$ cat src/i2cmu_pkg.sv
// ----------------------------------------------------------------------------
// i2cmu_pkg
// types, register map and bit definitions of the i2c master unit register model
// ----------------------------------------------------------------------------
package i2cmu_pkg;

  // packed widths of the stream payloads
  localparam int unsigned InDataW  = 56;
  localparam int unsigned OutDataW = 48;

  // register window, aligned word index (offset bits 4:2)
  typedef enum logic [2:0] {
    RegControl  = 3'd0,
    RegStatus   = 3'd1,
    RegSlvAddr  = 3'd2,
    RegDataBuf  = 3'd3,
    RegHole     = 3'd4,
    RegBusMon   = 3'd5,
    RegBusCtrl  = 3'd6,
    RegHoleTop  = 3'd7
  } i2cmu_reg_e;

  typedef enum logic [1:0] {
    SizeByte = 2'd0,
    SizeHalf = 2'd1,
    SizeWord = 2'd2,
    SizeRsvd = 2'd3
  } i2cmu_size_e;

  typedef enum logic [1:0] {
    CmdNone  = 2'd0,
    CmdAddr  = 2'd1,
    CmdWrite = 2'd2,
    CmdRead  = 2'd3
  } i2cmu_cmd_e;

  typedef enum logic {
    OpRead  = 1'b0,
    OpWrite = 1'b1
  } i2cmu_op_e;

  // control register bits
  localparam logic [15:0] CrReset  = 16'h4000;
  localparam logic [15:0] CrAldIe  = 16'h1000;
  localparam logic [15:0] CrSsdIe  = 16'h0800;
  localparam logic [15:0] CrBerrIe = 16'h0400;
  localparam logic [15:0] CrRxfIe  = 16'h0200;
  localparam logic [15:0] CrTxeIe  = 16'h0100;
  localparam logic [15:0] CrAbort  = 16'h0010;
  localparam logic [15:0] CrTbyte  = 16'h0008;
  localparam logic [15:0] CrStop   = 16'h0002;
  localparam logic [15:0] CrStart  = 16'h0001;

  // status register bits
  localparam logic [10:0] SrBerr    = 11'h400;
  localparam logic [10:0] SrRxFull  = 11'h080;
  localparam logic [10:0] SrTxEmpty = 11'h040;
  localparam logic [10:0] SrAld     = 11'h020;
  localparam logic [10:0] SrSsd     = 11'h010;
  localparam logic [10:0] SrBbusy   = 11'h008;
  localparam logic [10:0] SrUbusy   = 11'h004;
  localparam logic [10:0] SrNack    = 11'h002;
  localparam logic [10:0] SrRxRead  = 11'h001;
  localparam logic [10:0] SrW1c     = 11'h7F0;

  localparam logic [31:0] BusMonValue = 32'h0000_0003;

  // one register access with the target's responses
  typedef struct packed {
    logic [7:0]  target_read_byte;
    logic        target_data_ack;
    logic        target_addr_ack;
    logic        target_present;
    logic [31:0] write_data;
    logic [1:0]  access_size;
    logic [4:0]  reg_offset;
    logic        opcode;
  } i2cmu_req_t;

  // result of one access
  typedef struct packed {
    logic        bus_stop;
    logic [7:0]  bus_byte_out;
    logic [1:0]  bus_command;
    logic        irq_level;
    logic        access_error;
    logic [31:0] read_data;
  } i2cmu_rsp_t;

  // interrupt line from status and per-source enables
  function automatic logic irq_eval(logic [15:0] ctl, logic [10:0] st);
    logic p;
    p = ((ctl & CrAldIe)  != '0 && (st & SrAld)     != '0) ||
        ((ctl & CrSsdIe)  != '0 && (st & SrSsd)     != '0) ||
        ((ctl & CrBerrIe) != '0 && (st & SrBerr)    != '0) ||
        ((ctl & CrRxfIe)  != '0 && (st & SrRxFull)  != '0) ||
        ((ctl & CrTxeIe)  != '0 && (st & SrTxEmpty) != '0);
    return p;
  endfunction

endpackage

$ cat src/i2cmu_core.sv
// ----------------------------------------------------------------------------
// i2cmu_core
// register state and single-pass access logic of the i2c master unit
// ----------------------------------------------------------------------------
module i2cmu_core import i2cmu_pkg::*; (
  input  logic       clk_i,
  input  logic       rst_ni,
  input  logic       en_i,     // commit this access to the state
  input  i2cmu_req_t req_i,
  output i2cmu_rsp_t rsp_o
);

  logic [15:0] ctrl_q, ctrl_d;
  logic [10:0] stat_q, stat_d;
  logic [6:0]  sar_q, sar_d;
  logic [7:0]  dbuf_q, dbuf_d;
  logic [2:0]  mbcr_q, mbcr_d;
  logic        sel_q, sel_d;
  logic        dir_q, dir_d;
  logic        irq_q, irq_d;

  always_ff @(posedge clk_i or negedge rst_ni) begin
    if (!rst_ni) begin
      ctrl_q <= '0;
      stat_q <= SrTxEmpty;
      sar_q  <= '0;
      dbuf_q <= '0;
      mbcr_q <= '0;
      sel_q  <= 1'b0;
      dir_q  <= 1'b0;
      irq_q  <= 1'b0;
    end else if (en_i) begin
      ctrl_q <= ctrl_d;
      stat_q <= stat_d;
      sar_q  <= sar_d;
      dbuf_q <= dbuf_d;
      mbcr_q <= mbcr_d;
      sel_q  <= sel_d;
      dir_q  <= dir_d;
      irq_q  <= irq_d;
    end
  end

  always_comb begin
    i2cmu_reg_e  rsel;
    logic [31:0] lane;
    logic [31:0] cur;
    logic [31:0] wv;
    logic [15:0] ctl;
    logic        err;
    logic        pres;
    logic [1:0]  cmd;
    logic [7:0]  obyte;
    logic        ostop;

    rsel   = i2cmu_reg_e'(req_i.reg_offset[4:2]);
    pres   = req_i.target_present;
    ctrl_d = ctrl_q;
    stat_d = stat_q;
    sar_d  = sar_q;
    dbuf_d = dbuf_q;
    mbcr_d = mbcr_q;
    sel_d  = sel_q;
    dir_d  = dir_q;
    irq_d  = irq_q;
    cmd    = CmdNone;
    obyte  = '0;
    ostop  = 1'b0;
    err    = 1'b0;

    case (i2cmu_size_e'(req_i.access_size))
      SizeByte: lane = 32'h0000_00FF << {req_i.reg_offset[1:0], 3'b000};
      SizeHalf: lane = 32'h0000_FFFF << {req_i.reg_offset[1], 4'b0000};
      default:  lane = 32'hFFFF_FFFF;
    endcase

    case (rsel)
      RegControl: cur = {16'h0000, ctrl_q};
      RegStatus:  cur = {21'h0, stat_q};
      RegSlvAddr: cur = {25'h0, sar_q};
      RegDataBuf: cur = {24'h0, dbuf_q};
      RegBusMon:  cur = BusMonValue;
      RegBusCtrl: cur = {29'h0, mbcr_q};
      default: begin
        cur = '0;
        err = 1'b1;
      end
    endcase

    wv  = (cur & ~lane) | (req_i.write_data & lane);
    ctl = wv[15:0];

    if (!err && req_i.opcode == OpWrite) begin
      case (rsel)
        RegControl: begin
          if ((ctl & CrReset) != '0) begin
            // unit reset
            ctrl_d = '0;
            stat_d = SrTxEmpty;
            sar_d  = '0;
            dbuf_d = '0;
            mbcr_d = '0;
            sel_d  = 1'b0;
            dir_d  = 1'b0;
            ostop  = pres;
            irq_d  = 1'b0;
          end else begin
            ctrl_d = ctl & ~CrTbyte;
            if ((ctl & CrAbort) != '0 && (ctl & CrTbyte) == '0) begin
              sel_d  = 1'b0;
              dir_d  = 1'b0;
              ostop  = pres;
              stat_d = (stat_q & ~(SrBbusy | SrUbusy)) | SrTxEmpty;
            end else begin
              if ((ctl & CrTbyte) != '0) begin
                stat_d = stat_q & ~(SrRxFull | SrTxEmpty | SrNack | SrBerr |
                                    SrBbusy | SrUbusy);
                if ((ctl & CrStart) != '0) begin
                  // start with address byte
                  dir_d  = dbuf_q[0];
                  stat_d = (stat_d & ~(SrRxFull | SrNack | SrRxRead)) | SrTxEmpty;
                  if (dbuf_q[0]) stat_d = stat_d | SrRxRead;
                  if (pres) begin
                    cmd   = CmdAddr;
                    obyte = dbuf_q;
                  end
                  if (pres && req_i.target_addr_ack) begin
                    sel_d = 1'b1;
                  end else begin
                    sel_d  = 1'b0;
                    dir_d  = 1'b0;
                    stat_d = stat_d | SrNack;
                  end
                end else if (sel_q && dir_q && pres) begin
                  cmd    = CmdRead;
                  dbuf_d = req_i.target_read_byte;
                  stat_d = stat_d | SrRxFull | SrRxRead;
                  if (!req_i.target_data_ack) stat_d = stat_d | SrNack;
                end else if (sel_q && pres) begin
                  cmd    = CmdWrite;
                  obyte  = dbuf_q;
                  stat_d = stat_d | SrTxEmpty;
                  if (!req_i.target_data_ack) stat_d = stat_d | SrNack;
                end else begin
                  stat_d = stat_d | SrTxEmpty | SrNack;
                end
              end
              if ((ctl & CrStop) != '0) begin
                sel_d  = 1'b0;
                dir_d  = 1'b0;
                ostop  = pres;
                stat_d = stat_d & ~(SrBbusy | SrUbusy);
              end
            end
            irq_d = irq_eval(ctrl_d, stat_d);
          end
        end
        RegStatus: begin
          // write one to clear
          stat_d = stat_q & ~(wv[10:0] & SrW1c);
          irq_d  = irq_eval(ctrl_q, stat_d);
        end
        RegSlvAddr: sar_d  = wv[6:0];
        RegDataBuf: dbuf_d = wv[7:0];
        RegBusCtrl: mbcr_d = wv[2:0];
        default:    err    = 1'b1;
      endcase
    end

    rsp_o.read_data    = (!err && req_i.opcode == OpRead) ? (cur & lane) : '0;
    rsp_o.access_error = err;
    rsp_o.irq_level    = irq_d;
    rsp_o.bus_command  = cmd;
    rsp_o.bus_byte_out = obyte;
    rsp_o.bus_stop     = ostop;
  end

endmodule

$ cat src/i2c_master_unit_registers_top.sv
// ----------------------------------------------------------------------------
// i2c_master_unit_registers_top
// register model of an interrupt-driven i2c master, one access per transaction
// ----------------------------------------------------------------------------
// each slave-side transaction carries one register access (read or write,
// offset, size, lane-positioned data) plus the attached target's responses
// to any bus action that access starts. each access yields exactly one
// master-side transaction with the read data, error flag, irq line and the
// bus command, byte and stop the access issued.
// the input register captures the access, then the access logic updates the
// register state and fills the result register once the result slot is free.
// one access is taken every cycle, limited only by the result register draining.
// while the receiver stalls the result register holds and the input register
// keeps one more access, after which s_axis_tready drops.
// reset clears both stages and puts all registers to their reset values:
// status reads tx empty only, everything else zero, irq low.
// ----------------------------------------------------------------------------
module i2c_master_unit_registers_top import i2cmu_pkg::*; (
  input  logic                clk_i,
  input  logic                rst_ni,
  input  logic                s_axis_tvalid,
  output logic                s_axis_tready,
  // opcode[0], reg_offset[5:1], access_size[7:6], write_data[39:8],
  // target_present[40], target_addr_ack[41], target_data_ack[42],
  // target_read_byte[50:43], zero fill[55:51]
  input  logic [InDataW-1:0]  s_axis_tdata,
  output logic                m_axis_tvalid,
  input  logic                m_axis_tready,
  // read_data[31:0], access_error[32], irq_level[33], bus_command[35:34],
  // bus_byte_out[43:36], bus_stop[44], zero fill[47:45]
  output logic [OutDataW-1:0] m_axis_tdata
);

  logic       in_vld_q;
  i2cmu_req_t in_req_q;
  logic       out_vld_q;
  i2cmu_rsp_t out_rsp_q;
  i2cmu_rsp_t rsp;
  logic       advance;

  // the access in the input register moves on when the result slot is free or draining
  assign advance       = in_vld_q && (!out_vld_q || m_axis_tready);
  assign s_axis_tready = !in_vld_q || advance;

  always_ff @(posedge clk_i or negedge rst_ni) begin
    if (!rst_ni) begin
      in_vld_q <= 1'b0;
    end else if (s_axis_tready) begin
      in_vld_q <= s_axis_tvalid;
    end
  end

  always_ff @(posedge clk_i) begin
    if (s_axis_tvalid && s_axis_tready) begin
      in_req_q <= i2cmu_req_t'(s_axis_tdata[50:0]);
    end
  end

  i2cmu_core u_core (
    .clk_i  (clk_i),
    .rst_ni (rst_ni),
    .en_i   (advance),
    .req_i  (in_req_q),
    .rsp_o  (rsp)
  );

  // result register
  always_ff @(posedge clk_i or negedge rst_ni) begin
    if (!rst_ni) begin
      out_vld_q <= 1'b0;
    end else if (!out_vld_q || m_axis_tready) begin
      out_vld_q <= in_vld_q;
    end
  end

  always_ff @(posedge clk_i) begin
    if (advance) begin
      out_rsp_q <= rsp;
    end
  end

  assign m_axis_tvalid = out_vld_q;
  assign m_axis_tdata  = {3'b000, out_rsp_q};

endmodule
$ cat config.mk
export PLATFORM = sky130hd
export DESIGN_NAME = i2c_master_unit_registers_top
export DESIGN_NICKNAME = d
export VERILOG_FILES = /design/src/i2cmu_pkg.sv /design/src/i2cmu_core.sv /design/src/i2c_master_unit_registers_top.sv
export SDC_FILE = /design/constraint.sdc
export NUM_CORES = 1
export LEC_CHECK = 0
export BUFFER_PORTS_ARGS = -buffer_cell sky130_fd_sc_hd__buf_4
export CAP_MARGIN = 20
export CORE_MARGIN = 5
export CORE_UTILIZATION = 55
export CTS_CLUSTER_SIZE = 10
export DETAILED_ROUTE_END_ITERATION = 8
export GPL_TIMING_DRIVEN = 0
export PLACE_DENSITY = 0.81
export SLEW_MARGIN = 10
export SYNTH_ARGS = -nofsm -noshare
export SYNTH_HDL_FRONTEND = slang
export SYNTH_SLANG_ARGS = --single-unit
$ cat constraint.sdc
create_clock -name clk_i -period 4.2 [get_ports clk_i]
set_clock_uncertainty 0.2 [all_clocks]
set_input_delay 0.84 -clock clk_i [delete_from_list [all_inputs] [get_ports clk_i]]
set_output_delay 0.84 -clock clk_i [all_outputs]
set_load 0.1 [all_outputs]
==> summary.md <==
| Metric | Value |
|---|---|
| Status | complete, no violations |
| Number of flops mapped to enable cells by yosys | 63 |
| Largest net degree at the start of global routing | 47 |
| Final Hold Vio Count | 0 |
| Cells after Synth | 424 |
| Bufs and invs on worst path | 1 |
| Critical Path Source Type | flip-flop |
| Antenna Violating Nets Remaining | 0 |
| Pre-CTS setup slack | between 1 and 1.5 ns |
| Slowest CP cell | o31ai_1 |
| Slew HR | between 40% and 50% |
| CTS H-Tree Depth | 3 |
| Final Wtd Congestion | 0.907 |
| Via density | between 5 and 6 |
| Max FO, Critical Path | 10 |
| RSZ-0062 raised after global routing | no |
| Most common cell after layout, fill and taps aside | buf_4 |
| Die outline area | roughly 11000 sq um |
| Setup total negative slack | 0 ns |
| PnR worst setup slack | 1.03 ns |
| Postcts setup bufs | 0 |
| CP endpoint kind | flip-flop |
| First-pass GRT wire length | between 15000 and 20000 um |
| Top_reg_cell synth | edfxtp_1 |
| Sequential share of the synthesized area | approximately 61% |
| Power Dens Cells | around 420 nW/um^2 |
| Drt pass-1 iters | 7 |
| Leak pwr | around 2.5 nW |
| Syn. warnings | 0 |
| CP Class | flip-flop to flip-flop |
| Vias in the first global route | between 3k and 4k |
| Netlist cell types | 52 |
| Post-Syn Area | approximately 5000 sq um |
| HPWL Detailed | 8420 um |
| Nets@finish | slightly below 600 |
| Initial antenna violation count | 0 |
| Routed vias | about 3.6k |
| Worst path max stage delay | 0.47 ns |
| Core Box Area | ~8800 sq um |
| Clock Latency Late Sink | about 0.37 ns |
| Family with the most delay on the worst path | compound AO/OA/AOI/OAI gates |
| Tcrit/Tclk final | approximately 75% |
| CTS root buf | clkbuf_8 |
| Reg2Reg Setup Slack | between 1 and 1.5 ns |
| Crit path time final | 3.17 ns |
| Hold Buf Count CTS | 0 |
| Post-cts resize count | 0 |
| Total power | 2.51 mW |
| Global route overflow | 0 |
| Drt drc | 0 |
| Hold WC Path Type | primary input to asynchronous set/reset pin |
| Peak supply drop | 0.000234 V |
| Peak Freq | around 320 MHz |
| Clock slew at reported path FFs | around 0.11 ns |
| Final Util | between 60% and 70% |
| Final Max Tran Viols | 0 |
| WP data arrival | just over 3 ns |
| Die width | about 110 um |
| DR WL/cell | 18.1 um |
| Max-cap viol count | 0 |
| Number of synthesized register bits | about 110 |
| Initial Util | a little under three fifths |
| Buffers on Ports | between 60 and 70 |
| Vert. Die Dim | around 110 um |
| DRT Wirelength | 11500 um |
| CTS tree | done |
| TritonCTS buffer count | 9 |
| Crit path cell chain | clkbuf_1, nand3_1, o21ai_0, or3b_1, a21boi_0, a32o_1, o31ai_1, a41oi_1 |
| Post-Syn Area per Cell | 11.8 sq um |
| Fraction of layout cells with a size suffix above 1 | between 20% and 30% |
| Most frequent cells in the layout | buf_4, edfxtp_1, nand2_1, dfrtp_1, o21ai_0 |
| Row cnt | 34 |
| Worst path required time | 4.09 ns |
| ANT cells | 0 |
| Worst-margin pin slew | 0.842 ns |
| Sink Count | ~110 |
| Drt initial violations | approximately 310 |
| Area Overhead vs Synth | 18.8% |
| Final setup viols | 0 |
| Ys async rst share | 42.2% |
| Clock buffer depth | 2 |
| Total track usage | 21.3% |
| IO Pins | 110 |
worst reg2reg max path, delay by kind of cell (launching register included):
family,cells,cell delay (ns)
flip-flops,1,0.42
buffers and inverters,1,0.41
AND/OR/NAND/NOR,2,0.50
AO/OA/AOI/OAI,5,1.37
registers in the layout, indices dropped and copies added (netlist names):
signal / flops
in_req_q: 35
in_vld_q: 1
m_axis_tdata: 28
m_axis_tvalid: 1
u_core.ctrl_q: 14
u_core.dbuf_q: 8
u_core.dir_q: 1
u_core.irq_q: 1
u_core.mbcr_q: 3
u_core.sar_q: 7
u_core.sel_q: 1
u_core.stat_q: 9
routing by layer:
layer	up-vias	track usage [%]	routed length, um
met3	16	6.78	1050
li1	1692	-	-
met4	0	6.47	160
met5	-	0	0
met2	160	34.5	5730
met1	1731	27.5	4570
stage by stage:
step / cells / cell area (sq um) / hold slack (ns)
floorplan: 443 / 5070 / 0.242
global placement: 619 / 5720 / 0.256
detailed placement: 620 / 5730 / 0.262
CTS: 636 / 5940 / 0.274
global route: 636 / 5940 / 0.295
finish: 636 / 5940 / 0.261
final cells by class:
class	count	area, sq um
tap	108	135
fill	656	2860
buffer	37	238
inverter	4	15.0
multi-input combinational	293	1780
timing repair buffer	69	526
clock inverter	6	81.3
sequential	109	3040
clock buffer	10	128
cell families after synthesis:
family	share of synthesized area (%)
and+or+nand+nor	15.7
DFF	60.9
AOI/OAI and AO/OA	12.1
buffers and inverters	5.05
muxes	6.20
other	0.0750
synth_stat cells (4+ instances only):
library cell / number / area share (%)
a21oi_1: 11 / 1.1
a31oi_1: 6 / 0.75
a32o_1: 4 / 0.80
and2_1: 17 / 2.1
and3_1: 9 / 1.1
buf_4: 21 / 3.2
clkbuf_1: 10 / 0.75
dfrtp_1: 45 / 23
edfxtp_1: 63 / 38
inv_1: 4 / 0.30
mux2_2: 4 / 0.90
mux2i_1: 13 / 2.6
mux4_2: 4 / 1.8
nand2_1: 48 / 3.6
nand2b_1: 15 / 1.9
nand3_1: 8 / 0.80
nand3b_1: 4 / 0.60
nor2_1: 33 / 2.5
nor2b_1: 8 / 1.0
nor3_1: 8 / 0.80
o21ai_0: 35 / 3.5
o21ai_2: 5 / 0.88
o22ai_1: 4 / 0.50
final timing paths:
| kind | cells after the start | to | from |
|---|---|---|---|
| worst max-delay path | 8 | m_axis_tdata[33] | in_req_q[4] |
| worst min-delay path | 1 | u_core.dbuf_q[1] | rst_ni |
| worst max register to register | 8 | m_axis_tdata[33] | in_req_q[4] |
| worst min register to register | 2 | u_core.ctrl_q[15] | u_core.ctrl_q[15] |
| max in group asynchronous | 1 | m_axis_tvalid | rst_ni |
| min in group clk_i | 2 | u_core.ctrl_q[15] | u_core.ctrl_q[15] |
power by group:
part / leakage [nW] / switching (mW) / internal [mW] / total, mW
Combinational: 1.21 / 0.401 / 0.157 / 0.558
Clock: 0.104 / 0.368 / 0.288 / 0.656
Sequential: 1.22 / 0.0563 / 1.24 / 1.30
Total: 2.54 / 0.825 / 1.69 / 2.51
No activity file was read; power rests on OpenSTA's default activity.
